`config.mk`:
```
export PLATFORM = sky130hd
export DESIGN_NAME = five_way_key_debounce_long_press_core
export DESIGN_NICKNAME = d
export VERILOG_FILES = /design/src/rtl/fwkd_pkg.sv /design/src/rtl/fwkd_dir_key.sv /design/src/rtl/fwkd_centre_key.sv /design/src/rtl/five_way_key_debounce_long_press_core.sv
export VERILOG_INCLUDE_DIRS = /design/src /design/src/rtl
export SDC_FILE = /design/constraint.sdc
export NUM_CORES = 1
export LEC_CHECK = 0
export BUFFER_PORTS_ARGS = -buffer_cell sky130_fd_sc_hd__buf_4
export CORE_ASPECT_RATIO = 2
export CORE_MARGIN = 1.5
export CORE_UTILIZATION = 43
export CTS_CLUSTER_DIAMETER = 40
export DETAILED_ROUTE_END_ITERATION = 8
export PLACE_DENSITY_LB_ADDON = 0.08
export REMOVE_ABC_BUFFERS = 1
export SYNTH_ARGS = -nofsm -noshare
export SYNTH_HDL_FRONTEND = slang
export SYNTH_SLANG_ARGS = --single-unit
```
`constraint.sdc`:
```
create_clock -name clk -period 7.9 [get_ports clk]
set_input_delay 0 -clock clk [delete_from_list [all_inputs] [get_ports clk]]
set_output_delay 0 -clock clk [all_outputs]
set_load 0.02 [all_outputs]
```
`src/rtl/assert_macros.svh`:
```
// Assertion macros shared by the RTL of the five-way key debounce core.
// Each macro expects clk and arst_n in the scope where it is used.
`ifndef ASSERT_MACROS_SVH
`define ASSERT_MACROS_SVH

// Check that the consequent holds in the same cycle as the antecedent.
`define AST_SAME(lbl, ante, cons, msg) \
	lbl: assert property (@(posedge clk) disable iff (!arst_n) (ante) |-> (cons)) \
		else $error(msg);

// Check that the consequent holds in the cycle after the antecedent.
`define AST_NEXT(lbl, ante, cons, msg) \
	lbl: assert property (@(posedge clk) disable iff (!arst_n) (ante) |=> (cons)) \
		else $error(msg);

`endif

```
`src/rtl/fwkd_pkg.sv`:
```
// Package for the five-way key debounce core: widths, register indexes,
// reset values, the per-key control struct and the settle test.
// No dependencies.
`default_nettype none
package fwkd_pkg;

	localparam int TIME_MAX     = 32;
	localparam int TIME_BITS_DEF = 32;
	localparam int NUM_DIR      = 4;
	localparam int NUM_KEY      = 5;
	localparam int NUM_EVT      = 6;
	localparam int CFG_W        = 16;
	localparam int CFG_IDX_W    = 1;
	localparam int IN_TDATA_W   = 40;
	localparam int OUT_TDATA_W  = 8;

	localparam logic [CFG_IDX_W-1:0] REG_DEBOUNCE   = 1'd0;
	localparam logic [CFG_IDX_W-1:0] REG_LONG_PRESS = 1'd1;

	localparam logic [CFG_W-1:0] DEBOUNCE_RST   = 16'd50;
	localparam logic [CFG_W-1:0] LONG_PRESS_RST = 16'd1000;

	typedef struct packed {
		logic step;
		logic lvl;
	} key_ctl_t;

	function automatic logic key_settled(
		input logic                changed,
		input logic [TIME_MAX-1:0] held,
		input logic [CFG_W-1:0]    dly
	);
		logic ok;
		if (changed) begin
			ok = (dly == '0);
		end else begin
			ok = (held >= TIME_MAX'(dly));
		end
		return ok;
	endfunction

endpackage
`default_nettype wire

```
`src/rtl/fwkd_dir_key.sv`:
```
// One direction key: raw level tracking, debounce and once-per-press event.
// Depends on fwkd_pkg.
`default_nettype none
module fwkd_dir_key #(
	parameter int TIME_BITS = fwkd_pkg::TIME_BITS_DEF
) (
	input  wire                          clk,
	input  wire                          arst_n,
	input  fwkd_pkg::key_ctl_t           ctl,
	input  wire [TIME_BITS-1:0]          now,
	input  wire [fwkd_pkg::CFG_W-1:0]    debounce,
	output logic                         evt
);
	import fwkd_pkg::*;

	logic                 raw_q;
	logic                 stable_q;
	logic                 rep_q;
	logic [TIME_BITS-1:0] chg_q;
	logic [TIME_BITS-1:0] held;
	logic                 settled;
	logic                 stable_d;
	logic                 rep_d;

	assign held    = now - chg_q;
	assign settled = key_settled(ctl.lvl != raw_q, TIME_MAX'(held), debounce);

	always_comb begin
		stable_d = stable_q;
		rep_d    = rep_q;
		evt      = 1'b0;
		if (settled) begin
			if (ctl.lvl != stable_q) begin
				stable_d = ctl.lvl;
				rep_d    = 1'b0;
			end
			if (stable_d && !rep_d) begin
				rep_d = 1'b1;
				evt   = 1'b1;
			end
		end
	end

	always_ff @(posedge clk or negedge arst_n) begin
		if (!arst_n) begin
			raw_q    <= 1'b0;
			stable_q <= 1'b0;
			rep_q    <= 1'b0;
			chg_q    <= '0;
		end else if (ctl.step) begin
			raw_q    <= ctl.lvl;
			stable_q <= stable_d;
			rep_q    <= rep_d;
			if (ctl.lvl != raw_q) begin
				chg_q <= now;
			end
		end
	end

endmodule
`default_nettype wire

```
`src/rtl/fwkd_centre_key.sv`:
```
// Centre key: debounce, select on a short release, back once on a long hold.
// Depends on fwkd_pkg.
`default_nettype none
module fwkd_centre_key #(
	parameter int TIME_BITS = fwkd_pkg::TIME_BITS_DEF
) (
	input  wire                          clk,
	input  wire                          arst_n,
	input  fwkd_pkg::key_ctl_t           ctl,
	input  wire [TIME_BITS-1:0]          now,
	input  wire [fwkd_pkg::CFG_W-1:0]    debounce,
	input  wire [fwkd_pkg::CFG_W-1:0]    long_press,
	output logic                         sel_evt,
	output logic                         back_evt
);
	import fwkd_pkg::*;

	logic                 raw_q;
	logic                 stable_q;
	logic                 long_q;
	logic [TIME_BITS-1:0] chg_q;
	logic [TIME_BITS-1:0] start_q;
	logic [TIME_BITS-1:0] held;
	logic [TIME_BITS-1:0] press_held;
	logic                 settled;
	logic                 changed;
	logic                 rise;
	logic                 stable_d;
	logic                 long_d;

	assign held       = now - chg_q;
	assign settled    = key_settled(ctl.lvl != raw_q, TIME_MAX'(held), debounce);
	assign changed    = settled && (ctl.lvl != stable_q);
	assign rise       = changed && ctl.lvl;
	assign press_held = rise ? '0 : (now - start_q);

	always_comb begin
		stable_d = stable_q;
		long_d   = long_q;
		sel_evt  = 1'b0;
		back_evt = 1'b0;
		if (settled) begin
			if (changed) begin
				sel_evt  = !ctl.lvl && stable_q && !long_q;
				stable_d = ctl.lvl;
				long_d   = 1'b0;
			end
			if (stable_d && !long_d &&
				(TIME_MAX'(press_held) >= TIME_MAX'(long_press))) begin
				long_d   = 1'b1;
				back_evt = 1'b1;
			end
		end
	end

	always_ff @(posedge clk or negedge arst_n) begin
		if (!arst_n) begin
			raw_q    <= 1'b0;
			stable_q <= 1'b0;
			long_q   <= 1'b0;
			chg_q    <= '0;
			start_q  <= '0;
		end else if (ctl.step) begin
			raw_q    <= ctl.lvl;
			stable_q <= stable_d;
			long_q   <= long_d;
			if (ctl.lvl != raw_q) begin
				chg_q <= now;
			end
			if (rise) begin
				start_q <= now;
			end
		end
	end

endmodule
`default_nettype wire

```
`src/rtl/five_way_key_debounce_long_press_core.sv`:
```
// Five-way key debounce core with centre long press.
// Input poll: s_tvalid/s_tready/s_tdata; one poll word carries five key
// levels (1 = pressed) and a millisecond timestamp.
// Output: m_tvalid/m_tready/m_tdata; one flag word per poll, in poll order,
// all flags zero when nothing fires.
// Configuration: cfg_we/cfg_idx/cfg_wdata, index 0 debounce time,
// index 1 long-press time, both in milliseconds; write only while idle.
// Path: an accepted poll waits in the input register, then its flags land
// in the output register, which drives m_tvalid and m_tdata.
// Throughput: one poll per cycle while m_tready is high; each key updates
// its state in the cycle its poll leaves the input register.
// Reset: all key state clears to released with timestamps zero, debounce
// time 50 and long-press time 1000; both channels come up empty.
// Stall: while m_tready is low the output word holds, the input register
// keeps one more poll, and s_tready drops only when both are full.
// Depends on fwkd_pkg, fwkd_dir_key, fwkd_centre_key and assert_macros.svh.
`default_nettype none
`include "assert_macros.svh"
module five_way_key_debounce_long_press_core #(
	parameter int TIME_BITS = fwkd_pkg::TIME_BITS_DEF
) (
	input  wire                              clk,
	input  wire                              arst_n,
	input  wire                              cfg_we,
	input  wire [fwkd_pkg::CFG_IDX_W-1:0]    cfg_idx,
	input  wire [fwkd_pkg::CFG_W-1:0]        cfg_wdata,
	input  wire                              s_tvalid,
	output logic                             s_tready,
	// up_pressed, down_pressed, left_pressed, right_pressed, center_pressed,
	// now_ms[31:0], zero pad
	input  wire [fwkd_pkg::IN_TDATA_W-1:0]   s_tdata,
	output logic                             m_tvalid,
	input  wire                              m_tready,
	// up_event, down_event, left_event, right_event, select_event,
	// back_event, zero pad
	output logic [fwkd_pkg::OUT_TDATA_W-1:0] m_tdata
);
	import fwkd_pkg::*;

	logic [CFG_W-1:0]     debounce_q;
	logic [CFG_W-1:0]     long_press_q;
	logic                 v_s1;
	logic [NUM_KEY-1:0]   lvl_s1;
	logic [TIME_BITS-1:0] now_s1;
	logic                 out_v_q;
	logic [NUM_EVT-1:0]   evt_q;
	logic [NUM_EVT-1:0]   evt;
	logic                 advance;
	key_ctl_t             ctl [NUM_KEY];

	always_ff @(posedge clk or negedge arst_n) begin
		if (!arst_n) begin
			debounce_q   <= DEBOUNCE_RST;
			long_press_q <= LONG_PRESS_RST;
		end else if (cfg_we) begin
			unique case (cfg_idx)
				REG_DEBOUNCE:   debounce_q   <= cfg_wdata;
				REG_LONG_PRESS: long_press_q <= cfg_wdata;
				default: ;
			endcase
		end
	end

	assign advance  = v_s1 && (!out_v_q || m_tready);
	assign s_tready = !v_s1 || advance;

	always_ff @(posedge clk or negedge arst_n) begin
		if (!arst_n) begin
			v_s1 <= 1'b0;
		end else if (s_tready) begin
			v_s1 <= s_tvalid;
		end
	end

	always_ff @(posedge clk) begin
		if (s_tready && s_tvalid) begin
			lvl_s1 <= s_tdata[NUM_KEY-1:0];
			now_s1 <= s_tdata[NUM_KEY +: TIME_BITS];
		end
	end

	for (genvar k = 0; k < NUM_KEY; k++) begin : g_ctl
		assign ctl[k].step = advance;
		assign ctl[k].lvl  = lvl_s1[k];
	end

	for (genvar k = 0; k < NUM_DIR; k++) begin : g_dir
		fwkd_dir_key #(.TIME_BITS(TIME_BITS)) u_dir (
			.clk      (clk),
			.arst_n   (arst_n),
			.ctl      (ctl[k]),
			.now      (now_s1),
			.debounce (debounce_q),
			.evt      (evt[k])
		);
	end

	fwkd_centre_key #(.TIME_BITS(TIME_BITS)) u_centre (
		.clk        (clk),
		.arst_n     (arst_n),
		.ctl        (ctl[NUM_DIR]),
		.now        (now_s1),
		.debounce   (debounce_q),
		.long_press (long_press_q),
		.sel_evt    (evt[NUM_DIR]),
		.back_evt   (evt[NUM_DIR+1])
	);

	always_ff @(posedge clk or negedge arst_n) begin
		if (!arst_n) begin
			out_v_q <= 1'b0;
		end else if (advance) begin
			out_v_q <= 1'b1;
		end else if (m_tready) begin
			out_v_q <= 1'b0;
		end
	end

	always_ff @(posedge clk) begin
		if (advance) begin
			evt_q <= evt;
		end
	end

	assign m_tvalid = out_v_q;
	assign m_tdata  = {{(OUT_TDATA_W-NUM_EVT){1'b0}}, evt_q};

	`AST_SAME(a_sel_back_excl, m_tvalid, !(m_tdata[NUM_DIR] && m_tdata[NUM_DIR+1]), "select and back in one word")
	`AST_NEXT(a_accept_fills, s_tvalid && s_tready, v_s1, "accepted poll lost before input register")
	`AST_SAME(a_no_overrun, out_v_q && !m_tready, !advance, "output word overwritten while stalled")

endmodule
`default_nettype wire
```
==> results of run 1 <==
## timing repair
action                                  CTS  global route
hold buffers                             83             0
endpoints found under the setup margin    0             2
hold endpoints to repair                143             0
gates resized for setup                   0             5
## synthesized netlist by cell type, types with 18 or more instances
| library cell | count |
|---|---|
| nand4_1 | 43 |
| o21ai_0 | 161 |
| ha_1 | 291 |
| nor3_1 | 41 |
| a21oi_1 | 212 |
| nand3_1 | 49 |
| and3_1 | 24 |
| o211ai_1 | 23 |
| o21a_1 | 35 |
| clkbuf_1 | 57 |
| nor2_1 | 122 |
| xor2_1 | 46 |
| a211o_1 | 18 |
| mux2_2 | 172 |
| a21o_1 | 90 |
| inv_1 | 282 |
| xnor2_1 | 80 |
| a211oi_1 | 21 |
| o21bai_1 | 21 |
| dfrtp_1 | 232 |
| nand2b_1 | 32 |
| mux2_4 | 29 |
| nand2_1 | 188 |
| nor2b_1 | 22 |
| edfxtp_1 | 43 |
| and2_1 | 28 |
## per-stage QoR
stage                     power, mW  setup slack, ns  hold slack [ns]  utilization, %
after floorplan                6.87             1.08           -0.296               -
after global placement         8.26            0.258           0.0168            46.1
after detailed placement       8.38           0.0738           0.0266            46.1
after CTS                      10.4           0.0112           0.0201            50.2
after global routing           11.3            0.101           0.0404            50.2
final                          10.4            0.469          -0.0167            50.2
## sequential cells by signal (all words and copies together), names as in the netlist
signal and flops:
g_dir.u_dir.chg_q 128, now_s1 32, u_centre.chg_q 32, u_centre.start_q 32, debounce_q 16, long_press_q 16
evt_q 6, lvl_s1 5, g_dir.u_dir.raw_q 4, g_dir.u_dir.rep_q 4, g_dir.u_dir.stable_q 4, m_tvalid 1
u_centre.long_q 1, u_centre.raw_q 1, u_centre.stable_q 1, v_s1 1
## layout make-up
cell class              instances  area, µm²
repair buffers                196       1690
diodes                          2       5.00
fillers                      5324      27500
flip-flops and latches        284       7330
clock buffers                  57       1240
well taps                     744        931
multi-input cells            1992      15300
inverters                     283       1060
clock inverters                21        185
## kinds of logic after synthesis
kind of cell / after synthesis
adders and majority gates: 297
other: 1
and+or+nand+nor: 623
DFF: 284
AOI/OAI and AO/OA: 728
xor gates and xnor gates: 126
muxes: 216
buffers and inverters: 350
## path summary, 6_finish.rpt
kind                                           end                    start  slack [ns]
min in group clk                    debounce_q[14]                   cfg_we        0.11
max in group asynchronous      u_centre.start_q[9]                   arst_n        5.92
min reg2reg                g_dir[0].u_dir.chg_q[1]  g_dir[0].u_dir.chg_q[1]        0.48
min                        g_dir[3].u_dir.chg_q[2]                   arst_n       -0.02
max reg2reg                               evt_q[5]                now_s1[0]        0.47
max                                       evt_q[5]                now_s1[0]        0.47
## report_power, final
| group | switching (mW) | internal, mW |
|---|---|---|
| Sequential | 0.241 | 1.96 |
| Combinational | 3.51 | 2.76 |
| Clock | 0.774 | 1.15 |
## worst max-delay path, delay by kind of cell, from the launching register on
family	cells	cell delay, ns
and+or+nand+nor	14	2.71
AOI/OAI and AO/OA	12	2.46
adders and majority gates	4	1.21
DFF	1	0.35
buffers and inverters	2	0.23
xor gates and xnor gates	1	0.23
## metal layers
metal | track usage [%] | up-vias
met3 | 2.37 | 148
li1 | - | 9879
met2 | 50.4 | 444
met4 | 13.2 | 0
met5 | 0 | -
met1 | 28.4 | 9851
==> summary.txt, run 1 <==
max-slew violations -> 0
Final Cell Area -> 27700 µm²
core area -> 55300 µm²
dominant cell type by area after synthesis -> dfrtp_1
Mapped Cells -> 2625
Die ar. -> 57300 µm²
top post-synthesis cells by area -> dfrtp_1 24%, ha_1 15%, mux2_2 8.1%
worst reg-to-reg path cell count -> 33
initial drt markers -> 943
grt total ovfl -> 0
slowest stage cell, crit path -> or4_1
adder-cell share of the synthesized area -> 15.7%
drt pass-1 iters -> 6
largest family of logic cells by synthesized area -> compound AO/OA/AOI/OAI gates
Critical Path Max Stage Delay -> 0.54 ns
HP Class -> input port to async pin
Rel. slew slack -> 23.4%
num rows -> 122
CTS tree -> done
H-tree lvl count -> 2
post-synth design cell area -> 24000 µm²
Worst-path clk slew -> 0.06 ns
area delta synth->final -> 15.7%
Root Buffer -> clkbuf_16
Post-Syn Area per Cell -> 9.14 µm²
Met3 Routed Length -> 2240 µm
Buffers on Ports -> 66
initial core utilization -> 43.4%
initial antenna violation count -> 2
status -> complete, but fails checks
first-pass GRT wire length -> 115000 µm
met2 wire len -> 39500 µm
Max VDD drop -> 0.000198 V
max-cap check violation count -> 0
CP startpoint kind -> flip-flop
CP max FO -> 16
pin count of the biggest net entering global routing -> 75
final worst path period need -> 7.43 ns
post-synthesis sequential area ratio -> 30.6%
DR vias -> 20300
Yosys reg bits -> 284
post-synthesis xor/xnor area fraction -> 4.60%
CTS max path bufs -> 3
Final setup viols -> 0
Yosys cell types -> 96
RSZ-0062 raised after global routing -> false
WL/cell -> 20.8 µm
Worst-Margin Slew -> 1.15 ns
Worst EP required -> 8.23 ns
clk_skew -> 0.0162 ns
Detail Placement HPWL -> 58400 µm
post-CTS setup buffer count -> 0
Post-route DRC -> 0
Leakage -> 13.0 nW
post-synthesis compound-gate area fraction -> 19.9%
cell area after placement -> 25500 µm²
Inst Count DP -> 3416
Peak Freq -> 135 MHz
Final TNS setup -> 0 ns
die width -> 170 µm
Post-synth EDFFs -> 43
final cell count without fillers -> 3579
Final Wtd Congestion -> 0.919
Worst EP arrival -> 7.76 ns
share of cells above drive strength 1 -> 15.2%
mux cell area share after synthesis -> 10.5%
commonest non-fill, non-tap cell in the layout -> ha_1
WHS -> -0.0167 ns
Synth Area in Simple Gates -> 13.0%
DR top layer -> met4
Most used DFF post-synth -> dfrtp_1
clk sinks -> 284
vias per cell -> 5.68
CP Class -> flip-flop to flip-flop
cts bufs inserted -> 42
Synth Warn # -> 0
async set or reset register ratio after synthesis -> 84.9%
number of global-route vias before repair -> 20600
most frequent cells in the layout -> 291 x ha_1, 282 x inv_1, 232 x dfrtp_1
PwrDens -> 375 nW/µm²
io pins -> 72
final wirelength -> 74500 µm
nets@finish -> 3158
period utilisation layout -> 94.1%
failing checks -> hold timing
Hold Vio Cnt, Final -> 10
share of the synthesized area in the top cell type -> 24.2%
clock network latency to the later pin of the worst-skew pair -> 0.57 ns
Worst Setup End Kind -> flip-flop
die height -> 337 µm
Antenna Nets Post-Route -> 0
GR Util All Layers -> 26.3%
wl on met1 -> 28800 µm
Power figures use the tool's default switching activity.
==> run 2, diff against run 1 <==
Settings changed: REMOVE_ABC_BUFFERS 1 to default, SYNTH_HIERARCHICAL from default to 1.
Clock period 7.9 ns to 8.68 ns, I/O delays scaled along.
==> summary.txt, run 2 <==
Inst Count DP -> 3779
Final setup viols -> 0
Post-synth top cells -> 333 x inv_1, 291 x ha_1, 232 x dfrtp_1, 210 x a21oi_1, 203 x nand2_1
met2 wire len -> 51700 µm
Hold-fix buffers, CTS -> 57
Post-CTS Resized -> 0
period utilisation layout -> 86.6%
Reg-to-Reg Start -> now_s1[0]
die height -> 353 µm
Worst Setup End Kind -> flip-flop
CTS max path bufs -> 3
Setup WS pre-CTS -> 1.16 ns
first-pass GRT wire length -> 145000 µm
Final TNS setup -> 0 ns
initial drt markers -> 1238
share of the synthesized area in the top cell type -> 22.0%
io pins -> 72
most frequent CP cell -> ha_1
Detail Placement HPWL -> 75100 µm
cts bufs inserted -> 39
most frequent cells in the layout -> 333 x inv_1, 291 x ha_1, 232 x dfrtp_1
DR vias -> 23500
CP Class -> flip-flop to flip-flop
Rel. slew slack -> 21.7%
count leader, synth -> inv_1
Reg2Reg Setup Slack -> 1.16 ns
max-cap check violation count -> 0
Worst EP arrival -> 7.82 ns
WL/cell -> 24.8 µm
Post-Syn Area per Cell -> 8.86 µm²
initial core utilization -> 43.4%
Antenna Nets Post-Route -> 0
final cell count without fillers -> 3912
Leakage -> 13.5 nW
Die ar. -> 62900 µm²
Met3 Routed Length -> 3500 µm
share of cells above drive strength 1 -> 15.5%
PwrDens -> 357 nW/µm²
nets@finish -> 3456
CTS tree -> done
Final Cell Area -> 29700 µm²
clock network latency to the later pin of the worst-skew pair -> 0.56 ns
max reg flops -> 128
dominant cell type by area after synthesis -> dfrtp_1
Mapped Cells -> 2973
post-synthesis sequential area ratio -> 27.8%
Hold Vio Cnt, Final -> 0
die width -> 178 µm
DR top layer -> met4
Critical Path Max Stage Delay -> 0.49 ns
Yosys cell types -> 112
H-tree lvl count -> 2
Top reg by flops -> g_dir.u_dir/chg_q
status -> finished, final reports clean
grt total ovfl -> 0
drt pass-1 iters -> 7
area delta synth->final -> 12.7%
cell area after placement -> 27700 µm²
initial antenna violation count -> 5
number of global-route vias before repair -> 24400
vias per cell -> 5.99
RSZ-0062 raised after global routing -> false
worst r2r dst -> evt_q[5]
slowest stage cell, crit path -> a2111oi_4
Buffers on Ports -> 66
max-slew violations -> 0
Root Buffer -> clkbuf_16
post-CTS setup buffer count -> 0
overall power -> 10.6 mW
Synth Warn # -> 6
final worst path period need -> 7.52 ns
pin count of the biggest net entering global routing -> 114
core area -> 60700 µm²
Worst-path clk slew -> 0.06 ns
Yosys reg bits -> 284
area occupied by registers -> 7330 µm²
Post-route DRC -> 0
post-synth design cell area -> 26300 µm²
Final Wtd Congestion -> 0.950
Most used DFF post-synth -> dfrtp_1
worst setup margin -> 1.16 ns
Peak Freq -> 133 MHz
Worst EP required -> 8.98 ns
GR Util All Layers -> 31.2%
Max VDD drop -> 0.000233 V
commonest non-fill, non-tap cell in the layout -> inv_1
Worst-Margin Slew -> 1.17 ns
async set or reset register ratio after synthesis -> 84.9%
CP max FO -> 16
num rows -> 128
WHS -> 0.107 ns
Util after Layout -> 48.9%
fill cell count -> 5883
HP Class -> input port to async pin
worst reg-to-reg path cell count -> 32
clk sinks -> 284
clk_skew -> 0.0190 ns
final wirelength -> 97200 µm
top post-synthesis cells by area -> dfrtp_1 22%, ha_1 14%, mux2_2 7.8%
area of the multi-input gates -> 17300 µm²
CP startpoint kind -> flip-flop
wl on met1 -> 33200 µm
Post-synth EDFFs -> 43
[run 2: changes by cell type after synthesis, moves of 15 or more]
cell / delta
nand2_1: +15
nor3_1: +20
a21o_1: -26
o21ai_1: +17
nor2_1: +35
buf_2: +31
nand2b_1: +15
inv_1: +51
or3_1: +15
nand4_1: +34
a211oi_1: +27
nor4_1: +22
[run 2: area by class of cell]
| class | instances | share of cell area [%] |
|---|---|---|
| multi-input cells | 2261 | 58.2 |
| flip-flops and latches | 284 | 24.7 |
| repair buffers | 177 | 4.98 |
| inverters | 334 | 4.22 |
| clock buffers | 46 | 3.62 |
| well taps | 780 | 3.29 |
| clock inverters | 25 | 0.994 |
| diodes | 5 | 0.0421 |
[run 2: cells by family after synthesis]
kind of cell    share of synthesized area, %
compound gates                          20.2
xor+xnor                                4.02
fa+ha+maj                               14.3
buf+inv                                 6.64
flops                                   27.8
mux                                     10.9
other cells                           0.0142
simple gates                            16.0
[run 2: worst max path at each step]
stage	from	end	slack, ns
3_3_place_gp	now_s1[0]	evt_q[5]	1.28
5_1_grt	now_s1[0]	evt_q[5]	0.65
6_report	now_s1[0]	evt_q[5]	1.16
3_5_place_dp	now_s1[0]	evt_q[5]	1.16
2_1_floorplan	now_s1[1]	evt_q[5]	2.08
4_1_cts	now_s1[0]	evt_q[5]	1.12
[run 2: worst max-delay path, delay by kind of cell, from the launching register on]
kind / cells / cell delay (ns)
fa+ha+maj: 4 / 1.23
simple gates: 13 / 2.44
xor+xnor: 1 / 0.16
buf+inv: 3 / 0.52
compound gates: 11 / 2.50
flops: 1 / 0.44
[run 2: power by group]
| part | switching (mW) | total (mW) | internal [mW] |
|---|---|---|---|
| Clock | 0.691 | 1.70 | 1.01 |
| Sequential | 0.264 | 2.06 | 1.79 |
| Combinational | 4.11 | 6.83 | 2.73 |
[run 2: layer usage]
metal / vias up / global-route usage [%]
met2: 566 / 58.3
li1: 11100 / -
met1: 11400 / 29.2
met4: 0 / 24.9
met3: 314 / 4.96
met5: - / 0
